==> src/tlw_pkg.sv <==
// ----------------------------------------------------------------------------
// tlw_pkg: shared types and constants for the tlv length widener
// message phases, status codes, result beat and transcoder state types
// ----------------------------------------------------------------------------
package tlw_pkg;

  localparam int BYTE_W  = 8;
  localparam int HL_W    = 3;
  localparam int VL_W    = 15;
  localparam int LH_W    = 7;
  localparam int Q_DEPTH = 4;
  localparam int Q_AW    = 2;
  localparam int Q_CW    = 3;

  localparam logic [BYTE_W-1:0] TYPE_LONG_A = 8'h00;
  localparam logic [BYTE_W-1:0] TYPE_LONG_B = 8'h01;
  localparam logic [BYTE_W-1:0] PAD_BYTE    = 8'h00;
  localparam logic [HL_W-1:0]   HDR_LEFT_LONG = 3'd7;  // 8-byte header minus the type

  typedef enum logic [5:0] {
    PH_START = 6'b000001,
    PH_HEADER = 6'b000010,
    PH_TAG = 6'b000100,
    PH_LEN = 6'b001000,
    PH_LENLO = 6'b010000,
    PH_VALUE = 6'b100000
  } phase_t;

  typedef enum logic [1:0] {
    ST_OK = 2'd0,
    ST_SHORTHDR = 2'd1,
    ST_SHORTTL = 2'd2,
    ST_SHORTVAL = 2'd3
  } status_t;

  typedef struct packed {
    logic [BYTE_W-1:0] data;
    logic              last;
    status_t           status;
  } beat_t;

  typedef struct packed {
    phase_t            phase;
    logic [HL_W-1:0]   header_left;
    logic [VL_W-1:0]   value_left;
    logic [LH_W-1:0]   length_high;
  } xstate_t;

endpackage

==> src/tlw_xcode.sv <==
// ----------------------------------------------------------------------------
// tlw_xcode: per-byte transcoder
// next parse state and one or two result beats for the current byte
// ----------------------------------------------------------------------------
module tlw_xcode (
  input  tlw_pkg::xstate_t                 cur,
  input  logic [tlw_pkg::BYTE_W-1:0]       data,
  input  logic                             last,
  output tlw_pkg::xstate_t                 nxt,
  output logic                             two,
  output tlw_pkg::beat_t                   res0,
  output tlw_pkg::beat_t                   res1
);

  tlw_pkg::status_t            st;
  logic [tlw_pkg::HL_W-1:0]    hl_dec;
  logic [tlw_pkg::VL_W-1:0]    vl_dec;
  logic [tlw_pkg::VL_W-1:0]    vl_long;
  logic [tlw_pkg::VL_W-1:0]    vl_short;

  assign hl_dec   = cur.header_left - 3'd1;
  assign vl_dec   = cur.value_left - 15'd1;
  assign vl_long  = {cur.length_high, data};
  assign vl_short = {8'd0, data[6:0]};

  always_comb begin
    nxt = cur;
    two = 1'b0;
    st  = tlw_pkg::ST_OK;
    case (cur.phase)
      tlw_pkg::PH_HEADER: begin
        nxt.header_left = hl_dec;
        if (hl_dec == '0) begin
          nxt.phase = tlw_pkg::PH_TAG;
        end
        st = (hl_dec == '0) ? tlw_pkg::ST_OK : tlw_pkg::ST_SHORTHDR;
      end
      tlw_pkg::PH_TAG: begin
        nxt.phase = tlw_pkg::PH_LEN;
        st        = tlw_pkg::ST_SHORTTL;
      end
      tlw_pkg::PH_LEN: begin
        if (data[7]) begin
          // short length widens to a zero byte and the length
          two            = 1'b1;
          nxt.value_left = vl_short;
          nxt.phase      = (vl_short != '0) ? tlw_pkg::PH_VALUE : tlw_pkg::PH_TAG;
          st             = (vl_short != '0) ? tlw_pkg::ST_SHORTVAL : tlw_pkg::ST_OK;
        end else begin
          nxt.length_high = data[6:0];
          nxt.phase       = tlw_pkg::PH_LENLO;
          st              = tlw_pkg::ST_SHORTTL;
        end
      end
      tlw_pkg::PH_LENLO: begin
        nxt.value_left = vl_long;
        nxt.phase      = (vl_long != '0) ? tlw_pkg::PH_VALUE : tlw_pkg::PH_TAG;
        st             = (vl_long != '0) ? tlw_pkg::ST_SHORTVAL : tlw_pkg::ST_OK;
      end
      tlw_pkg::PH_VALUE: begin
        nxt.value_left = vl_dec;
        if (vl_dec == '0) begin
          nxt.phase = tlw_pkg::PH_TAG;
        end
        st = (vl_dec != '0) ? tlw_pkg::ST_SHORTVAL : tlw_pkg::ST_OK;
      end
      default: begin
        // start of message: the type byte picks the header size
        if (data == tlw_pkg::TYPE_LONG_A || data == tlw_pkg::TYPE_LONG_B) begin
          nxt.header_left = tlw_pkg::HDR_LEFT_LONG;
          nxt.phase       = tlw_pkg::PH_HEADER;
          st              = tlw_pkg::ST_SHORTHDR;
        end else begin
          nxt.header_left = '0;
          nxt.phase       = tlw_pkg::PH_TAG;
          st              = tlw_pkg::ST_OK;
        end
      end
    endcase
    if (last) begin
      nxt.phase       = tlw_pkg::PH_START;
      nxt.header_left = '0;
      nxt.value_left  = '0;
      nxt.length_high = '0;
    end
  end

  always_comb begin
    res1.data   = {1'b0, data[6:0]};
    res1.last   = last;
    res1.status = last ? st : tlw_pkg::ST_OK;
    if (two) begin
      res0.data   = tlw_pkg::PAD_BYTE;
      res0.last   = 1'b0;
      res0.status = tlw_pkg::ST_OK;
    end else begin
      res0.data   = data;
      res0.last   = last;
      res0.status = last ? st : tlw_pkg::ST_OK;
    end
  end

endmodule

==> src/tlw_outq.sv <==
// ----------------------------------------------------------------------------
// tlw_outq: result queue
// four-entry queue taking up to two beats per cycle, handing out one
// ----------------------------------------------------------------------------
module tlw_outq (
  input  logic                          clk,
  input  logic                          rst_n,
  input  logic                          push,
  input  logic                          push_two,
  input  tlw_pkg::beat_t                beat0,
  input  tlw_pkg::beat_t                beat1,
  output logic                          room,
  output logic                          q_valid,
  input  logic                          q_ready,
  output tlw_pkg::beat_t                q_beat,
  output logic [tlw_pkg::Q_CW-1:0]      q_count
);

  tlw_pkg::beat_t                 mem_r [tlw_pkg::Q_DEPTH];
  logic [tlw_pkg::Q_AW-1:0]       wr_ptr_r, wr_ptr_nxt;
  logic [tlw_pkg::Q_AW-1:0]       rd_ptr_r, rd_ptr_nxt;
  logic [tlw_pkg::Q_CW-1:0]       count_r, count_nxt;
  logic [tlw_pkg::Q_CW-1:0]       n_push;
  logic                           pop;

  // room for two beats, judged on the registered count
  assign room    = (count_r <= 3'd2);
  assign q_valid = (count_r != '0);
  assign q_beat  = mem_r[rd_ptr_r];
  assign q_count = count_r;
  assign pop     = q_valid && q_ready;
  assign n_push  = push ? (push_two ? 3'd2 : 3'd1) : 3'd0;

  always_comb begin
    wr_ptr_nxt = wr_ptr_r + n_push[tlw_pkg::Q_AW-1:0];
    rd_ptr_nxt = rd_ptr_r + {{(tlw_pkg::Q_AW-1){1'b0}}, pop};
    count_nxt  = count_r + n_push - {{(tlw_pkg::Q_CW-1){1'b0}}, pop};
  end

  always_ff @(posedge clk) begin
    if (!rst_n) begin
      wr_ptr_r <= '0;
      rd_ptr_r <= '0;
      count_r  <= '0;
    end else begin
      wr_ptr_r <= wr_ptr_nxt;
      rd_ptr_r <= rd_ptr_nxt;
      count_r  <= count_nxt;
    end
  end

  always_ff @(posedge clk) begin
    if (push) begin
      mem_r[wr_ptr_r] <= beat0;
      if (push_two) begin
        mem_r[wr_ptr_r + 2'd1] <= beat1;
      end
    end
  end

endmodule

==> src/tlv_length_widener_top.sv <==
// ----------------------------------------------------------------------------
// tlv_length_widener_top: tlv length widener
// rewrites every tlv entry of a byte stream so its length takes two bytes
// ----------------------------------------------------------------------------
// output: an accepted byte waits in the input register until the queue has
//   room, then is pushed into the result queue, whose count raises out_valid
// throughput: one input beat per cycle while the queue has room for two;
//   a short length byte yields two beats for the one-beat output port
// reset: rst_n synchronous active low clears the parse state, the input
//   register and the result queue; parsing restarts at a message type byte
module tlv_length_widener_top (
  input  logic       clk,
  input  logic       rst_n,
  input  logic       in_valid,
  output logic       in_ready,
  input  logic [7:0] in_byte,
  input  logic       in_last,
  output logic       out_valid,
  input  logic       out_ready,
  output logic [7:0] out_byte,
  output logic       out_last,
  output logic [1:0] out_status
);

  // input register
  logic                             s1_valid_r, s1_valid_nxt;
  logic [tlw_pkg::BYTE_W-1:0]       s1_byte_r;
  logic                             s1_last_r;
  logic                             s1_fire;
  logic                             in_fire;

  // parse state
  tlw_pkg::xstate_t                 st_r, st_nxt;

  // transcoder results
  logic                             two;
  tlw_pkg::beat_t                   res0, res1;

  // result queue
  logic                             q_room;
  tlw_pkg::beat_t                   q_beat;
  logic [tlw_pkg::Q_CW-1:0]         q_count;

  // the registered byte moves on once the queue has room for two beats
  assign s1_fire  = s1_valid_r && q_room;
  assign in_ready = !s1_valid_r || q_room;
  assign in_fire  = in_valid && in_ready;

  always_comb begin
    s1_valid_nxt = s1_valid_r;
    if (in_fire) begin
      s1_valid_nxt = 1'b1;
    end else if (s1_fire) begin
      s1_valid_nxt = 1'b0;
    end
  end

  always_ff @(posedge clk) begin
    if (!rst_n) begin
      s1_valid_r <= 1'b0;
    end else begin
      s1_valid_r <= s1_valid_nxt;
    end
  end

  // payload needs no reset
  always_ff @(posedge clk) begin
    if (in_fire) begin
      s1_byte_r <= in_byte;
      s1_last_r <= in_last;
    end
  end

  tlw_xcode u_xcode (
    .cur  (st_r),
    .data (s1_byte_r),
    .last (s1_last_r),
    .nxt  (st_nxt),
    .two  (two),
    .res0 (res0),
    .res1 (res1)
  );

  // parse state advances only when a byte is actually consumed
  always_ff @(posedge clk) begin
    if (!rst_n) begin
      st_r.phase       <= tlw_pkg::PH_START;
      st_r.header_left <= '0;
      st_r.value_left  <= '0;
      st_r.length_high <= '0;
    end else if (s1_fire) begin
      st_r <= st_nxt;
    end
  end

  tlw_outq u_outq (
    .clk      (clk),
    .rst_n    (rst_n),
    .push     (s1_fire),
    .push_two (two),
    .beat0    (res0),
    .beat1    (res1),
    .room     (q_room),
    .q_valid  (out_valid),
    .q_ready  (out_ready),
    .q_beat   (q_beat),
    .q_count  (q_count)
  );

  assign out_byte   = q_beat.data;
  assign out_last   = q_beat.last;
  assign out_status = q_beat.status;

  // a final byte always sends the parser back to the start of a message
  a_last_restarts: assert property (@(posedge clk) disable iff (!rst_n)
    (s1_fire && s1_last_r) |=> (st_r.phase == tlw_pkg::PH_START))
    else $error("parser not at start after final byte");

  // a nonzero status only rides on the final beat
  a_status_on_last: assert property (@(posedge clk) disable iff (!rst_n)
    (out_valid && out_status != tlw_pkg::ST_OK) |-> out_last)
    else $error("status on a non-final beat");

  // queue never overfills
  a_queue_bound: assert property (@(posedge clk) disable iff (!rst_n)
    q_count <= 3'(tlw_pkg::Q_DEPTH))
    else $error("result queue overflow");

  // the widened zero byte is never marked final
  a_pad_not_last: assert property (@(posedge clk) disable iff (!rst_n)
    (s1_fire && two) |-> (!res0.last && res0.data == tlw_pkg::PAD_BYTE))
    else $error("bad widened length pad beat");

endmodule
==> config.mk <==
export PLATFORM = sky130hd
export DESIGN_NAME = tlv_length_widener_top
export DESIGN_NICKNAME = d
export VERILOG_FILES = /design/src/tlw_pkg.sv /design/src/tlw_xcode.sv /design/src/tlw_outq.sv /design/src/tlv_length_widener_top.sv
export SDC_FILE = /design/constraint.sdc
export NUM_CORES = 1
export LEC_CHECK = 0
export BUFFER_PORTS_ARGS = -buffer_cell sky130_fd_sc_hd__buf_2
export CAP_MARGIN = 20
export CORE_MARGIN = 2
export CORE_UTILIZATION = 50
export DETAILED_ROUTE_END_ITERATION = 8
export PLACE_DENSITY_LB_ADDON = 0.15
export SLEW_MARGIN = 15
export SYNTH_ARGS = -nofsm -noshare
export SYNTH_HDL_FRONTEND = slang
export SYNTH_SLANG_ARGS = --single-unit
==> constraint.sdc <==
create_clock -name clk -period 2.8 [get_ports clk]
set_clock_uncertainty 0.05 [all_clocks]
set_input_delay 0.14 -clock clk [delete_from_list [all_inputs] [get_ports clk]]
set_output_delay 0.14 -clock clk [all_outputs]
set_load 0.1 [all_outputs]
# Yosys cells after proc, flatten, opt, wreduce, memory -nomap -nowiden
# Memories as Yosys holds them, arrays and structs flattened. A register that Yosys moved wholly into a read port is not among the register bits.
# Index checks and enable logic that the tools add are counted.
# totals
ff_bits	48
ram_bits	44
in_bits	13
output_inout_bits	13
elab_cells	85
memories	1
# op_classes
n_addsub	7
magnitude_cmp	1
n_eq_ne	11
n_mux	34
reduce_logical	21
# memory_table
name	depth	word_bits	read_ports	rd_clocked_by_memory_dff	wr	line	rtl
u_outq.mem_r	4	11	1	1	2	tlw_outq.sv:19	tlw_pkg::beat_t mem_r [tlw_pkg::Q_DEPTH];
# op_table
op	n
15-bit one-hot mux with 3 select lines	1
15-bit nonzero test	3
6-bit 2-to-1 mux	6
31-bit 2-to-1 mux	1
6-bit one-hot mux with 5 select lines	1
15-bit zero test	1
15-bit 2-to-1 mux	1
15-bit by 1-bit subtractor with 15-bit output, second input constant	1
2-bit 2-to-1 mux	7
7-bit 2-to-1 mux	2
1-bit 2-to-1 mux	11
11-bit 2-to-1 mux	1
2-bit one-hot mux with 5 select lines	1
3-bit AND reduction	3
8-bit by 1-bit equality test with 1-bit output, second input constant	1
8-bit zero test	1
6-bit by 2-bit equality test with 1-bit output, second input constant	1
6-bit by 3-bit equality test with 1-bit output, second input constant	1
6-bit by 4-bit equality test with 1-bit output, second input constant	1
6-bit by 5-bit equality test with 1-bit output, second input constant	1
6-bit equality test, second input constant	1
3-bit by 2-bit inequality test with 1-bit output, second input constant	2
3-bit one-hot mux with 2 select lines	1
2-bit by 1-bit inequality test with 1-bit output, second input constant	2
18 further kinds	22

# Depth between registers and ports, before layout
# logic_depth
ltp_word	6
ltp_mapped	11
depth_no_buf	9

# Cells and area by module
# A second synthesis with hierarchy kept.
# unflattened
cells_unflattened	544
area_unflattened_um2	5524.0
# by_module_without_submodules
module	instances	cells_each	area_per_inst_um2	seq_area_each_um2
tlw_outq	1	155	2592.5	1461.4
tlv_length_widener_top	1	155	1501.4	910.9
tlw_xcode	1	234	1430.1	0.0

# Worst setup path before layout
# OpenSTA, ideal clock, no wires.
# synth_path
kind	register to register
start	reg st_r[8] (netlist name)
end	mem u_outq.mem_r[2][1] (netlist name) (data pin)
setup_ns	0.273
t_arrival_ns	2.370
t_required_ns	2.477
path_slack_ns	0.107
path_stages_with_launch	12
path_buffers	2
synth_period_minus_slack_ns	2.693
cell_sequence	dfxtp_1 buf_2 inv_1 ha_1 clkdlybuf4s15_1 nor3b_2 a32o_1 a32oi_1 nand3b_1 o21a_1 o21ai_0 a21boi_0
# synth_rtl
element	line	rtl
from (decl)	tlv_length_widener_top.sv:33	tlw_pkg::xstate_t st_r, st_nxt;
from (signal assigned)	tlv_length_widener_top.sv:92	st_r <= st_nxt;
to (decl)	tlw_outq.sv:19	

==> impl_metrics.json <==
{
  "slew_viol_final": 0,
  "crit_path_end_kind": "flop",
  "start_util_pct": 51.6,
  "tightest_slew_ns": 0.604,
  "tritoncts": "built",
  "irDropWorstVdd_v": 0.000473,
  "cts.path.max_buffers": 2,
  "rrSetupSlack_ns": 0.22,
  "portBuffers": 25,
  "hold_ws_ns": 0.112,
  "core_area_sq_um": 9240,
  "syn-num-nets": 506,
  "vias_per_cell": 5.72,
  "stdcell_count": 658,
  "grt_max_degree": 32,
  "worstHoldPathCells": 2,
  "place_congestion": 0.897,
  "ys_warn_count": 0,
  "setup_slack_ns": 0.224,
  "drt_pass1_iterations": 4,
  "min_path_type": "in2reg",
  "netlist_area_sq_um": 4760,
  "synth-edff-count": 49,
  "num_io_pins": 26,
  "syn_area_per_cell_sq_um": 9.86,
  "cts-root-buf": "clkbuf_8",
  "synth_area_leader_cell": "edfxtp_1",
  "maxCapViolCount": 0,
  "dieArea_sq_um": 10300,
  "synthToLayoutAreaGrowth_pct": 14.3,
  "ys.flop_type": "edfxtp_1",
  "ys_seq_elements": 92,
  "h-tree-depth": 3,
  "postCtsSetupRepairBufs": 0,
  "synth_top_area_share_pct": 30.9,
  "timing.slew.headroom_pct": 59.6,
  "place_ws_ns": 0.00545,
  "grt_pass1_wl_mm": 18.5,
  "num_rows": 35,
  "finalHoldViolCount": 0,
  "synth_cells": 483,
  "grt_pass1_vias": 3723,
  "placed_area_sq_um": 5100,
  "p_leak_uw": 0.00204,
  "tns_ns": 0,
  "timing.reg2reg.worst_path_depth": 9,
  "rsz0062_at_grt": "false",
  "synth_seq_area_share_pct": 48.9,
  "fin_crit_ns": 2.58,
  "wl_mm": 11.2,
  "route.detailed.drc": 0,
  "r2r_end": "u_outq.mem_r[2][1]",
  "critPathLaunch": "st_r[7]",
  "drtIter0Drc": 201,
  "numCtsBuffers": 9,
  "dp.cells": 631,
  "routedWlPerCell_um": 17.1,
  "antenna_found_initial": 0,
  "grt-ovfl-total": 0,
  "setup-violations-final": 0,
  "async_flop_share_pct": 0,
  "drive_above_1_share_pct": 17.2,
  "synthTopCellsByArea": "edfxtp_1 (31%), dfxtp_1 (18%), mux4_2 (5.2%)",
  "timing.final.crit_share_pct": 92.0,
  "die_w_um": 102,
  "synth_cell_types": 61,
  "cp.required_ns": 2.85,
  "grtUsageTotal_pct": 23.1,
  "startpoint_type": "flop",
  "status": "finished, final reports clean",
  "diodes": 0,
  "cp.arrival_ns": 2.63,
  "chipHeight_um": 102,
  "timing.fmax_mhz": 388,
  "power.density_nw_per_um2": 705,
  "endpoint": "u_outq.mem_r[2][1]",
  "fillerInstances": 774,
  "clk_pin_slew_ns": 0.11,
  "nets": 547,
  "clk_latency_ns": 0.37,
  "postLayoutCellArea_sq_um": 5450,
  "crit_fanout": 11,
  "cts.sinks": 92,
  "vias": 3763,
  "crit_type": "reg2reg",
  "ant_nets": 0,
  "r2r_start": "st_r[7]",
  "dp_hpwl_mm": 7.85
}
through the flow:
step | power (uW) | util [%]
final | 3840 | 58.9
after global routing | 4010 | 58.9
after floorplan | 2650 | -
after global placement | 2870 | 55.2
after CTS | 3860 | 58.6
after detailed placement | 2890 | 55.2
power breakdown:
group	internal, uW	switching [uW]	total (uW)
registers	1520	82.5	1610
clock network	436	534	970
logic	346	919	1260
total	2310	1540	3840
flip-flops by register name (all words and copies together), names as in the netlist:
name and count:
u_outq.mem_r 44, s1_byte_r 8, u_outq.rd_ptr_r 2, s1_last_r 1
u_outq.q_count 3, s1_valid_r 1, st_r 31, u_outq.wr_ptr_r 2
Yosys cell counts (all sizes together) (2+ instances only):
master   n
nor2    62
edfxtp  49
dfxtp   43
and2    37
nand2   33
a21oi   30
o21ai   29
clkbuf  24
a22oi   17
inv     17
mux4    11
xnor2   10
a31oi    9
ha       9
nand3    8
nor3     7
nor4     7
buf      6
nor2b    6
o211ai   6
nand3b   5
xor2     5
nand2b   4
nor3b    4
or2      4
and3     3
nand4    3
nor4b    3
or3      3
a31o     2
a32o     2
and4     2
nand4b   2
o21a     2
o21bai   2
or4      2
layout by cell type, fill, tap and decap left out, types with 3 or more instances in the layout:
| master | netlist | layout |
|---|---|---|
| nand3b_1 | 5 | 5 |
| nand3_1 | 8 | 8 |
| inv_8 | 0 | 3 |
| clkbuf_8 | 0 | 9 |
| xnor2_1 | 10 | 10 |
| inv_1 | 17 | 17 |
| nand4_1 | 3 | 3 |
| mux4_2 | 11 | 11 |
| nand2_1 | 33 | 33 |
| dlygate4sd3_1 | 0 | 10 |
| or2_2 | 4 | 4 |
| buf_2 | 2 | 25 |
| nor2_1 | 62 | 61 |
| nand2b_1 | 4 | 4 |
| dfxtp_1 | 43 | 41 |
| o21ai_1 | 2 | 3 |
| ha_1 | 9 | 9 |
| nor3_1 | 7 | 7 |
| nor2b_1 | 6 | 6 |
| buf_4 | 1 | 25 |
| and3_1 | 3 | 3 |
| xor2_1 | 5 | 5 |
| o211ai_1 | 6 | 6 |
| and2_1 | 36 | 36 |
| edfxtp_1 | 49 | 49 |
| nor4_1 | 7 | 7 |
| nor3b_1 | 3 | 3 |
| a21oi_1 | 30 | 30 |
| a22oi_1 | 17 | 17 |
| a31oi_1 | 9 | 9 |
| or3_1 | 3 | 3 |
| o21ai_0 | 26 | 25 |
per-layer routing:
layer / GRT usage (%) / share of wire, % / wire length (um)
met3: 3.93 / 3.6 / 405
met5: 0 / 0 / 0
met4: 6.03 / 1.1 / 124
met1: 29.5 / 45 / 5020
met2: 40.4 / 51 / 5700
cell type report:
type | instances | area [sq um] | share of cell area (%)
timing repair buffer | 61 | 440 | 8.09
sequential | 92 | 2330 | 42.9
clock inverter | 7 | 88.8 | 1.63
multi-input combinational | 343 | 2230 | 41.0
clock buffer | 9 | 124 | 2.27
inverter | 17 | 63.8 | 1.17
tap | 129 | 161 | 2.96
logic make-up (layout without fill, tap and decap cells):
kind of cell	after synthesis	in the layout	share of synthesized area, %
AND/OR/NAND/NOR	197	197	21.6
AO/OA/AOI/OAI	110	110	14.5
flip-flops	92	92	48.9
buffers and inverters	48	94	4.23
XOR/XNOR	15	15	2.76
multiplexers	11	11	5.20
adder cells (fa/ha/maj)	10	10	2.78
worst min path at each step:
| stage | start | endpoint | slack, ns |
|---|---|---|---|
| 2_1_floorplan | in_byte[0] | s1_byte_r[0] | 0.19 |
| 3_3_place_gp | in_byte[3] | s1_byte_r[3] | 0.27 |
| 3_5_place_dp | in_byte[6] | s1_byte_r[6] | 0.27 |
| 4_1_cts | rst_n | u_outq.wr_ptr_r[0] | 0.10 |
| 5_1_grt | rst_n | u_outq.rd_ptr_r[0] | 0.12 |
| 6_report | rst_n | u_outq.wr_ptr_r[0] | 0.11 |
critical path, stage by stage, from the launching register on:
cell	delay, ns
dfxtp_2	0.39
inv_1	0.08
ha_1	0.33
nor3b_2	0.30
nand4_1	0.14
xor2_1	0.21
nand3_1	0.18
o21a_1	0.22
o21ai_1	0.28
a21boi_0	0.14
repair_timing:
action | CTS | global route
gates resized for setup | 1 | 3
endpoints found under the hold margin | 10 | 0
setup endpoints to repair | 1 | 6
hold buffers | 10 | 0
No activity file was read; power rests on OpenSTA's default activity.
